==> config.mk <==
export PLATFORM = sky130hd
export DESIGN_NAME = escape_sequence_decoder
export DESIGN_NICKNAME = d
export VERILOG_FILES = /design/src/rtl/core/esd_pkg.sv /design/src/rtl/core/esd_front.sv /design/src/rtl/core/esd_queue.sv /design/src/rtl/core/esd_back.sv /design/src/rtl/core/escape_sequence_decoder.sv
export SDC_FILE = /design/constraint.sdc
export NUM_CORES = 1
export LEC_CHECK = 0
export BUFFER_PORTS_ARGS = -buffer_cell sky130_fd_sc_hd__buf_4
export CORE_MARGIN = 4
export CORE_UTILIZATION = 65
export DETAILED_ROUTE_END_ITERATION = 7
export GPL_TIMING_DRIVEN = 0
export PLACE_DENSITY = 0.89
export SETUP_SLACK_MARGIN = 0.02
export SLEW_MARGIN = 20
export SYNTH_ARGS = -nofsm -noshare
export SYNTH_HDL_FRONTEND = slang
export SYNTH_SLANG_ARGS = --single-unit
==> constraint.sdc <==
create_clock -name clk -period 8.73 [get_ports clk]
set_input_delay 1.3095 -clock clk [delete_from_list [all_inputs] [get_ports clk]]
set_output_delay 1.3095 -clock clk [all_outputs]
set_load 0.01 [all_outputs]
==> src/rtl/core/esd_pkg.sv <==
package esd_pkg;

    typedef enum logic [1:0]
    {
        MODE_NORMAL,
        MODE_ESC,
        MODE_OCT1,
        MODE_OCT2
    } esd_mode_t;

    localparam logic [7:0] CH_BACKSLASH = 8'h5c;
    localparam logic [7:0] CH_QUOTE     = 8'h27;
    localparam logic [7:0] CH_ZERO      = 8'h30;
    localparam logic [7:0] CH_NINE      = 8'h39;
    localparam logic [7:0] CH_A         = 8'h61;
    localparam logic [7:0] CH_B         = 8'h62;
    localparam logic [7:0] CH_F         = 8'h66;
    localparam logic [7:0] CH_N         = 8'h6e;
    localparam logic [7:0] CH_R         = 8'h72;
    localparam logic [7:0] CH_T         = 8'h74;
    localparam logic [7:0] CH_V         = 8'h76;
    localparam logic [9:0] VALUE_LIMIT  = 10'd256;

    // one queue entry: the results caused by one input beat
    typedef struct packed {
        logic [7:0] byte0;
        logic       pres0;
        logic [7:0] byte1;
        logic       two;
        logic       last;
    } esd_entry_t;

    typedef struct packed {
        logic       hit;
        logic [7:0] value;
    } esd_map_t;

    function automatic esd_map_t simple_escape(input logic [7:0] b);
        esd_map_t m;
        m.hit = 1'b1;
        case (b)
            CH_A:         m.value = 8'd7;
            CH_B:         m.value = 8'd8;
            CH_F:         m.value = 8'd12;
            CH_N:         m.value = 8'd10;
            CH_R:         m.value = 8'd13;
            CH_T:         m.value = 8'd9;
            CH_V:         m.value = 8'd11;
            CH_QUOTE:     m.value = CH_QUOTE;
            CH_BACKSLASH: m.value = CH_BACKSLASH;
            default:
            begin
                m.hit   = 1'b0;
                m.value = 8'd0;
            end
        endcase
        return m;
    endfunction

endpackage

==> src/rtl/core/esd_front.sv <==
module esd_front
(
    input  logic                clk,
    input  logic                rst_n,
    input  logic                in_valid,
    output logic                in_ready,
    input  logic [7:0]          in_byte,
    input  logic                in_last,
    input  logic                q_full,
    output logic                push,
    output esd_pkg::esd_entry_t push_entry
);

    esd_pkg::esd_mode_t mode_reg;
    esd_pkg::esd_mode_t mode_next;
    logic [6:0]         acc_reg;
    logic [6:0]         acc_next;

    logic               accept;
    logic               digit;
    logic [3:0]         dval;
    logic [9:0]         new_acc;
    esd_pkg::esd_map_t  map;
    logic               is_bs;
    logic               nb_pres;
    logic               e_pres;
    logic [7:0]         e_byte;
    logic               f_pres;
    logic [7:0]         f_byte;
    logic               any;

    assign in_ready = !q_full;
    assign accept   = in_valid && !q_full;
    assign digit    = (in_byte >= esd_pkg::CH_ZERO) && (in_byte <= esd_pkg::CH_NINE);
    assign dval     = in_byte[3:0];
    assign new_acc  = {acc_reg, 3'b000} + {6'd0, dval};
    assign map      = esd_pkg::simple_escape(in_byte);
    assign is_bs    = (in_byte == esd_pkg::CH_BACKSLASH);
    assign nb_pres  = !is_bs || in_last;

    // next state
    always_comb
    begin
        mode_next = esd_pkg::MODE_NORMAL;
        acc_next  = 7'd0;
        case (mode_reg)
            esd_pkg::MODE_NORMAL:
            begin
                if (is_bs && !in_last)
                    mode_next = esd_pkg::MODE_ESC;
            end
            esd_pkg::MODE_ESC:
            begin
                if (!map.hit && digit && !in_last)
                begin
                    mode_next = esd_pkg::MODE_OCT1;
                    acc_next  = {3'd0, dval};
                end
            end
            esd_pkg::MODE_OCT1:
            begin
                if (digit && !in_last)
                begin
                    mode_next = esd_pkg::MODE_OCT2;
                    acc_next  = new_acc[6:0];
                end
                else if (!digit && is_bs && !in_last)
                    mode_next = esd_pkg::MODE_ESC;
            end
            esd_pkg::MODE_OCT2:
            begin
                if (!digit && is_bs && !in_last)
                    mode_next = esd_pkg::MODE_ESC;
            end
            default:
            begin
                mode_next = esd_pkg::MODE_NORMAL;
            end
        endcase
    end

    // results of this beat, in order e then f
    always_comb
    begin
        e_pres = 1'b0;
        e_byte = 8'd0;
        f_pres = 1'b0;
        f_byte = in_byte;
        case (mode_reg)
            esd_pkg::MODE_NORMAL:
            begin
                f_pres = nb_pres;
            end
            esd_pkg::MODE_ESC:
            begin
                if (map.hit)
                begin
                    f_pres = 1'b1;
                    f_byte = map.value;
                end
                else if (digit)
                begin
                    f_pres = in_last;
                    f_byte = {4'd0, dval};
                end
                else
                begin
                    e_pres = 1'b1;
                    e_byte = esd_pkg::CH_BACKSLASH;
                    f_pres = 1'b1;
                end
            end
            esd_pkg::MODE_OCT1, esd_pkg::MODE_OCT2:
            begin
                if (digit)
                begin
                    f_pres = ((mode_reg == esd_pkg::MODE_OCT2) || in_last)
                             && (new_acc < esd_pkg::VALUE_LIMIT);
                    f_byte = new_acc[7:0];
                end
                else
                begin
                    e_pres = 1'b1;
                    e_byte = {1'b0, acc_reg};
                    f_pres = nb_pres;
                end
            end
            default:
            begin
                f_pres = 1'b0;
            end
        endcase
    end

    assign any              = e_pres || f_pres;
    assign push             = accept && (any || in_last);
    assign push_entry.byte0 = e_pres ? e_byte : (f_pres ? f_byte : 8'd0);
    assign push_entry.pres0 = any;
    assign push_entry.byte1 = f_byte;
    assign push_entry.two   = e_pres && f_pres;
    assign push_entry.last  = in_last;

    always_ff @(posedge clk or negedge rst_n)
    begin
        if (!rst_n)
        begin
            mode_reg <= esd_pkg::MODE_NORMAL;
            acc_reg  <= 7'd0;
        end
        else if (accept)
        begin
            mode_reg <= mode_next;
            acc_reg  <= acc_next;
        end
    end

endmodule

==> src/rtl/core/esd_queue.sv <==
module esd_queue
#(
    parameter int DEPTH = 4
)
(
    input  logic                clk,
    input  logic                rst_n,
    input  logic                push,
    input  esd_pkg::esd_entry_t push_entry,
    output logic                full,
    input  logic                pop,
    output esd_pkg::esd_entry_t pop_entry,
    output logic                empty
);

    localparam int PTR_W = (DEPTH > 1) ? $clog2(DEPTH) : 1;
    localparam int CNT_W = $clog2(DEPTH + 1);
    localparam logic [PTR_W-1:0] PTR_LAST = PTR_W'(DEPTH - 1);
    localparam logic [PTR_W-1:0] PTR_ONE  = PTR_W'(1);
    localparam logic [CNT_W-1:0] CNT_FULL = CNT_W'(DEPTH);
    localparam logic [CNT_W-1:0] CNT_ONE  = CNT_W'(1);

    esd_pkg::esd_entry_t mem [DEPTH];
    logic [PTR_W-1:0]    wr_ptr_reg;
    logic [PTR_W-1:0]    rd_ptr_reg;
    logic [CNT_W-1:0]    count_reg;
    logic                do_push;
    logic                do_pop;

    assign full      = (count_reg == CNT_FULL);
    assign empty     = (count_reg == '0);
    assign do_push   = push && !full;
    assign do_pop    = pop && !empty;
    assign pop_entry = mem[rd_ptr_reg];

    always_ff @(posedge clk)
    begin
        if (do_push)
            mem[wr_ptr_reg] <= push_entry;
    end

    always_ff @(posedge clk or negedge rst_n)
    begin
        if (!rst_n)
        begin
            wr_ptr_reg <= '0;
            rd_ptr_reg <= '0;
            count_reg  <= '0;
        end
        else
        begin
            if (do_push)
                wr_ptr_reg <= (wr_ptr_reg == PTR_LAST) ? '0 : wr_ptr_reg + PTR_ONE;
            if (do_pop)
                rd_ptr_reg <= (rd_ptr_reg == PTR_LAST) ? '0 : rd_ptr_reg + PTR_ONE;
            if (do_push && !do_pop)
                count_reg <= count_reg + CNT_ONE;
            else if (do_pop && !do_push)
                count_reg <= count_reg - CNT_ONE;
        end
    end

endmodule

==> src/rtl/core/esd_back.sv <==
module esd_back
(
    input  logic                clk,
    input  logic                rst_n,
    input  logic                q_empty,
    input  esd_pkg::esd_entry_t q_entry,
    output logic                pop,
    output logic                out_valid,
    input  logic                out_ready,
    output logic [7:0]          out_byte,
    output logic                out_present,
    output logic                out_last
);

    esd_pkg::esd_entry_t cur_reg;
    logic                cur_valid_reg;
    logic                sub_reg;
    logic                beat_done;
    logic                final_beat;
    logic                load;

    assign beat_done  = cur_valid_reg && out_ready;
    assign final_beat = sub_reg || !cur_reg.two;
    assign load       = !q_empty && (!cur_valid_reg || (beat_done && final_beat));
    assign pop        = load;

    assign out_valid   = cur_valid_reg;
    assign out_byte    = sub_reg ? cur_reg.byte1 : cur_reg.byte0;
    assign out_present = sub_reg || cur_reg.pres0;
    assign out_last    = cur_reg.last && final_beat;

    always_ff @(posedge clk)
    begin
        if (load)
            cur_reg <= q_entry;
    end

    always_ff @(posedge clk or negedge rst_n)
    begin
        if (!rst_n)
        begin
            cur_valid_reg <= 1'b0;
            sub_reg       <= 1'b0;
        end
        else if (load)
        begin
            cur_valid_reg <= 1'b1;
            sub_reg       <= 1'b0;
        end
        else if (beat_done)
        begin
            cur_valid_reg <= !final_beat;
            sub_reg       <= !final_beat;
        end
    end

endmodule

==> src/rtl/core/escape_sequence_decoder.sv <==
// A result passes the queue memory, then the output register. One input
// beat per cycle while the queue is not full; an escape that yields two
// bytes leaves as two beats, one per cycle while m_axis_tready is high.
// A small queue between decode and output absorbs output stalls.
// Reset (rst_n low, asynchronous): decoder returns to normal mode, queue
// empties, no output beat is valid.
module escape_sequence_decoder
#(
    parameter int QUEUE_DEPTH = 4
)
(
    input  logic       clk,
    input  logic       rst_n,
    input  logic       s_axis_tvalid,
    output logic       s_axis_tready,
    input  logic [7:0] s_axis_tdata,  // [7:0] in_byte
    input  logic       s_axis_tlast,
    output logic       m_axis_tvalid,
    input  logic       m_axis_tready,
    output logic [7:0] m_axis_tdata,  // [7:0] out_byte
    output logic [0:0] m_axis_tuser,  // [0] byte_present
    output logic       m_axis_tlast
);

    esd_pkg::esd_entry_t push_entry;
    esd_pkg::esd_entry_t pop_entry;
    logic                push;
    logic                pop;
    logic                q_full;
    logic                q_empty;

    esd_front u_front
    (
        .clk        (clk),
        .rst_n      (rst_n),
        .in_valid   (s_axis_tvalid),
        .in_ready   (s_axis_tready),
        .in_byte    (s_axis_tdata),
        .in_last    (s_axis_tlast),
        .q_full     (q_full),
        .push       (push),
        .push_entry (push_entry)
    );

    esd_queue #(.DEPTH(QUEUE_DEPTH)) u_queue
    (
        .clk        (clk),
        .rst_n      (rst_n),
        .push       (push),
        .push_entry (push_entry),
        .full       (q_full),
        .pop        (pop),
        .pop_entry  (pop_entry),
        .empty      (q_empty)
    );

    esd_back u_back
    (
        .clk         (clk),
        .rst_n       (rst_n),
        .q_empty     (q_empty),
        .q_entry     (pop_entry),
        .pop         (pop),
        .out_valid   (m_axis_tvalid),
        .out_ready   (m_axis_tready),
        .out_byte    (m_axis_tdata),
        .out_present (m_axis_tuser[0]),
        .out_last    (m_axis_tlast)
    );

endmodule

* After elaboration in Yosys (flattened, before gate mapping)
Memory sizes are Yosys's and may differ from the RTL's. A register that Yosys moved wholly into a read port is not among the register bits. Cells that the tools add are included.
Operators by class: $add $sub $neg 5, order comparisons 3, eq/ne operators 15, muxes and demuxes 37, reduce and logical (&&, ||, !) cells 43
Operators with widths (count):
- equality test 8 x 7 -> 1 bit, second input constant | 8
- case mux 7 bit (9 select lines) | 1
- 2-to-1 mux 8 bit | 7
- case mux 8 bit (2 select lines) | 2
- 2-to-1 mux 7 bit | 3
- logical AND 1 bit | 19
- case mux 7 bit (2 select lines) | 1
- 2-to-1 mux 1 bit | 13
- zero test 1 bit | 11
- adder 10 x 4 -> 10 bit | 1
- less-than comparator 10 x 9 -> 1 bit, second input constant | 1
- OR reduction 9 bit | 1
- equality test 2 bit, second input constant | 4
- equality test 8 x 6 -> 1 bit, second input constant | 1
- greater-or-equal comparator 8 x 6 -> 1 bit, second input constant | 1
- less-or-equal comparator 8 x 6 -> 1 bit, second input constant | 1
- 2-to-1 mux 2 bit | 4
- case mux 2 bit (4 select lines) | 1
- logical OR 1 bit | 7
- 2-to-1 mux 3 bit | 2
- adder 2 x 1 -> 2 bit, second input constant | 2
- 2-to-1 mux 4 bit | 1
- nonzero test 2 bit | 2
- adder 3 x 1 -> 3 bit, second input constant | 1
- other kinds (8) | 8
Storage, ports and cells: flip-flop bits (word level) 18, RAM bits 76, output and inout port bits 12, logic and storage cells 111, memories 1
Memories:
- u_queue.mem | words 4, width 19, read ports 1, clocked after Yosys merged registers in 1, wr ports 1, RTL line esd_queue.sv:23 | esd_pkg::esd_entry_t mem [DEPTH];

* Longest topological paths before layout
word-level depth 13, mapped depth 13

* Cells and area by module
From an unflattened synthesis, not the netlist that was laid out.
Unflattened totals: cell total of the unflattened synthesis 344, area total of the unflattened synthesis 5323.9 um2
Modules (own cells, without submodules):
- esd_queue | instances 1, cells each 136, area each 3190.6 um2, sequential area each 2457.4 um2
- esd_front | instances 1, cells each 169, area each 1327.5 um2, sequential area each 225.2 um2
- esd_back | instances 1, cells each 39, area each 805.8 um2, sequential area each 620.6 um2

* Worst setup path before layout
No wires, ideal clock.
path type in2reg, start point input s_axis_tdata[3], end point register u_queue.count_reg[2], data arrival time 4.028 ns, required time 8.651 ns, path slack 4.623 ns, cell stages on the path 13, buffers on the path 0, cell sequence ha_1 -> ha_1 -> nand3_2 -> or3_1 -> a211o_1 -> a32o_2 -> a31oi_4 -> ha_1 -> inv_1 -> fa_1 -> xor2_1 -> nor2_1 -> xor2_1
Between the ends: longest elaborated chain between the ends 12
RTL lines:
- from (decl) | RTL line escape_sequence_decoder.sv:16 | input logic [7:0] s_axis_tdata,
- adder 10 x 4 -> 10 bit (tied with other cells) | RTL line esd_front.sv:36 | assign new_acc = {acc_reg, 3'b000} + {6'd0, dval};
- less-than comparator 10 x 9 -> 1 bit (tied with other cells) | RTL line esd_front.sv:118 | && (new_acc < esd_pkg::VALUE_LIMIT);
- logical AND 1 bit (tied with other cells) | RTL line esd_front.sv:118
- 2-to-1 mux 1 bit, on equally long branches | RTL line esd_front.sv:115, esd_front.sv:96
- case mux 1 bit (3 select lines) / case mux 1 bit (2 select lines) (equally long branches) | RTL line esd_front.sv:89 | case (mode_reg)
- logical OR 1 bit (*) | RTL line esd_front.sv:135 | assign any = e_pres || f_pres;
- logical OR 1 bit (*) | RTL line esd_front.sv:136 | assign push = accept && (any || in_last);
- logical AND 1 bit (*) | RTL line esd_front.sv:136
- logical AND 1 bit (*) | RTL line esd_queue.sv:32 | assign do_push = push && !full;
- named net u_queue.do_push | RTL line esd_queue.sv:27 | logic do_push;
- zero test 1 bit | RTL line esd_queue.sv:58 | else if (do_pop && !do_push)
- logical AND 1 bit | RTL line esd_queue.sv:58
- nonzero test 2 bit (no source line)
- to (signal assigned) | RTL line esd_queue.sv:57 | count_reg <= count_reg + CNT_ONE;
- to (signal assigned) | RTL line esd_queue.sv:59 | count_reg <= count_reg - CNT_ONE;
- to (decl) | RTL line esd_queue.sv:26 | logic [CNT_W-1:0] count_reg;
Mark *: on every way through the listed nets, which the timed path passes. The rest lies on a longest branch. A chain may end at the register's enable or synchronous reset.

* Worst setup path after layout
Ends and elaborated chain as after synthesis.

==> impl_metrics.csv <==
group,metric,value,unit
final_layout,fill_cells,408,
cts,tritoncts,"done",
final_layout,n_antenna_cell,0,
cts,worstSkewPairLatency,0.52,ns
sta,worstMarginPinSlew,0.936,ns
worst_setup_path,crit_path_start_kind,"input port",
synth,synth_fp_nets,377,
final_layout,register_area,0.00330,mm2
floorplan,dieArea,0.00947,mm2
cts,cts_hold_buf,0,
global_routing,overflow,0,
sta,hold_viol_final,0,
global_routing,grt_first_pass_wirelength,19900,um
synth,synth_edf_count,95,
worst_setup_path,cp_data_required_time,9.17,ns
worst_setup_path,slowest_stage,"or3_1",
synth,seq_area_frac_synth,63.7,%
sta,period_share,46.1,%
power,vdd_drop_max,190,uV
cts,postCtsSetupBuffers,0,
synth,synth_mux_area_share,11.2,%
final_layout,largest_reg_flops,76,
drt,drc,0,
worst_setup_path,crit_top_cell,"ha_1",
global_routing,grt_pass1_vias,3420,
floorplan,fp.dieH,97.3,um
drt,drtIter0Drc,326,
synth,synthSimpleGateAreaFrac,9.07,%
final_layout,drive_gt1_share,25.1,%
drt,firstDrtPassIters,8,
power,power_leakage,2.20,nW
worst_setup_path,cpPeakStageDelay,0.39,ns
power,seq_power_share,40.4,%
drt,vias_per_cell,6.74,
synth,synth_cell_types,58,
final_layout,layout_commonest_cell,"edfxtp_1",
floorplan,num_io_pins,25,
final_layout,multi_input_area,0.00178,mm2
drt,antenna_left,0,
sta,maxClockFrequency,248,MHz
worst_setup_path,end_kind,"flip-flop",
cts,cts.path.max_buffers,2,
placed_design,place.gp.congestion,0.940,
global_routing,grt_max_degree,23,
global_routing,grt_usage,28.2,%
synth,synthXorXnorAreaFrac,1.18,%
power,internal-power,0.00147,W
global_routing,antenna_found_initial,0,
drt,route.met3.wl,981,um
worst_setup_path,worstPathMaxFanout,7,
power,combPwrFrac,29.5,%
synth,synth_warnings,0,
sta,relSlewSlack,37.6,%
placed_design,port_buffers,23,
sta,grt_setup_unrepaired,"no",
worst_hold_path,min_path_type,"flip-flop to flip-flop",
worst_setup_path,crit_path_cell_trace,"buf_4 > ha_1 > ha_1 > nand3_2 > or3_1 > a211o_1 > a32o_2 > a31oi_4 > ha_1 > inv_1 > fa_1 > xor2_1 > nor2_1 > xor2_1",
floorplan,die_x,97.3,um
sta,tns,0,ns
power,p_sw,0.000680,W
sta,setup_slack,4.70,ns
floorplan,start_util,67.1,%
status,status,"finished, final reports clean",
drt,maxUsedRoutingLayer,"met4",
power,pwr_density_cell,355,mW/mm2
placed_design,dp_hpwl,7480,um
drt,post_drt_wl_per_cell,24.7,um
run,drv_cap,0,
synth,synth_compound_area_share,9.38,%
placed_design,place_worst_setup_slack,4.30,ns
worst_setup_path,arrival,4.47,ns
synth,synth_top_family_by_area,"multiplexers",
synth,netlist_area,0.00519,mm2
cts,clkTransAtPathRegs,0.06,ns
synth,postSynth.asyncResetShare,15.9,%
final_layout,area_growth,16.8,%
floorplan,core-area,0.00773,mm2
worst_setup_path,crit_type,"input port to flip-flop",
cts,cts.sinks,113,
synth,synth-main-ff-cell,"edfxtp_1",
cts,clockRootBuffer,"clkbuf_8",
drt,wl,12500,um
drt,met1_length,4760,um
drt,met2_length,6380,um
sta,final.setup_skew,0.0115,ns
cts,post_cts_resized,0,
final_layout,final_cell_mix,"edfxtp_1, nand2_1, buf_4, mux4_2, dfrtp_1",
drt,vias,3423,
sta,slew_violations,0,
floorplan,std_cell_rows,32,
sta,setup_viol,0,
synth,synth_area_per_cell,14.8,um2
cts,cts_buffers,17,
synth,ys_ff_latch,113,
power,switching_share,31.6,%
synth,syn_inst,351,
sta,period_needed,4.03,ns
synth,synthAdderAreaFrac,3.28,%
power,clkPwrFrac,30.1,%
cts,h-tree-depth,4,
final_layout,final_nets,419,
## stage by stage
stage / util [%] / total power (W) / std cells / instance area [um2] / hold WS, ns
6_report: 78.4 / 0.00215 / 508 / 6060 / 0.547
3_3_place_gp: 71.0 / 0.00142 / 476 / 5490 / 0.501
3_5_place_dp: 71.2 / 0.00148 / 476 / 5500 / 0.511
4_1_cts: 78.4 / 0.00216 / 508 / 6060 / 0.546
5_1_grt: 78.4 / 0.00225 / 508 / 6060 / 0.569
2_1_floorplan: - / 0.00126 / 351 / 5190 / 0.476
## cell type report
| type | instances | area share [%] |
|---|---|---|
| buffer | 15 | 1.01 |
| clock buffer | 18 | 6.90 |
| clock inverter | 14 | 2.35 |
| inverter | 14 | 0.867 |
| multi-input combinational | 209 | 29.4 |
| sequential | 113 | 54.5 |
| tap | 102 | 2.11 |
| timing repair buffer | 23 | 2.85 |
## power by group through the flow
stage	registers, W	logic, W	clock network, W
after global placement	0.000849	0.000573	0
after CTS	0.000870	0.000635	0.000651
after global routing	0.000882	0.000687	0.000680
final	0.000869	0.000635	0.000649
after detailed placement	0.000868	0.000609	0
after floorplan	0.000842	0.000418	0
## Yosys cell counts (3+ instances only)
master | number | area [um2]
edfxtp_1 | 95 | 2850
nor3_1 | 4 | 20.0
mux4_2 | 19 | 428
a211oi_1 | 3 | 22.5
mux2_2 | 11 | 124
a21oi_1 | 9 | 45.0
and2_2 | 4 | 30.0
nor2b_1 | 3 | 18.8
clkbuf_1 | 9 | 33.8
nor2_1 | 15 | 56.3
a21o_1 | 3 | 22.5
a2bb2oi_1 | 4 | 35.0
buf_2 | 3 | 15.0
a32o_1 | 4 | 40.0
ha_1 | 12 | 150
and4bb_2 | 3 | 37.5
nand3_1 | 8 | 40.0
nand4_1 | 3 | 18.8
inv_1 | 14 | 52.6
o31ai_1 | 5 | 37.5
xor2_1 | 4 | 35.0
xnor2_1 | 3 | 26.3
dfrtp_1 | 18 | 450
nand2b_1 | 3 | 18.8
nand2_1 | 34 | 128
o21ai_0 | 15 | 75.1
and2_1 | 3 | 18.8
## final timing paths
kind,slack [ns],to,depth (start not counted),startpoint
worst max-delay path,4.70,u_queue.count_reg[2],14,s_axis_tdata[3]
worst min-delay path,0.55,u_queue.count_reg[2],1,u_queue.count_reg[2]
worst max register to register,5.13,u_queue.count_reg[2],13,u_front.acc_reg[0]
worst min register to register,0.55,u_queue.count_reg[2],1,u_queue.count_reg[2]
max in group asynchronous,7.87,u_front.mode_reg[0],1,rst_n
min in group asynchronous,0.65,u_back.sub_reg,1,rst_n
## routing by layer
metal / GRT usage (%) / up-vias
met5: 0 / -
met4: 12.0 / 0
met3: 6.60 / 41
met2: 46.3 / 214
met1: 36.4 / 1703
li1: - / 1465
## cells by family (layout without fill, tap and decap cells)
logic type | Yosys count | after routing
buf+inv | 29 | 84
mux | 32 | 32
xor+xnor | 7 | 7
flops | 113 | 113
simple gates | 91 | 91
fa+ha+maj | 13 | 13
compound gates | 66 | 66
## worst max-delay path: cells and delay by family
| family | cells | cell delay, ns |
|---|---|---|
| AOI/OAI and AO/OA | 3 | 0.98 |
| xor gates and xnor gates | 2 | 0.33 |
| adders and majority gates | 4 | 1.08 |
| buffers and inverters | 2 | 0.16 |
| and+or+nand+nor | 3 | 0.62 |
Note: power is estimated with default switching activity, not from simulation.
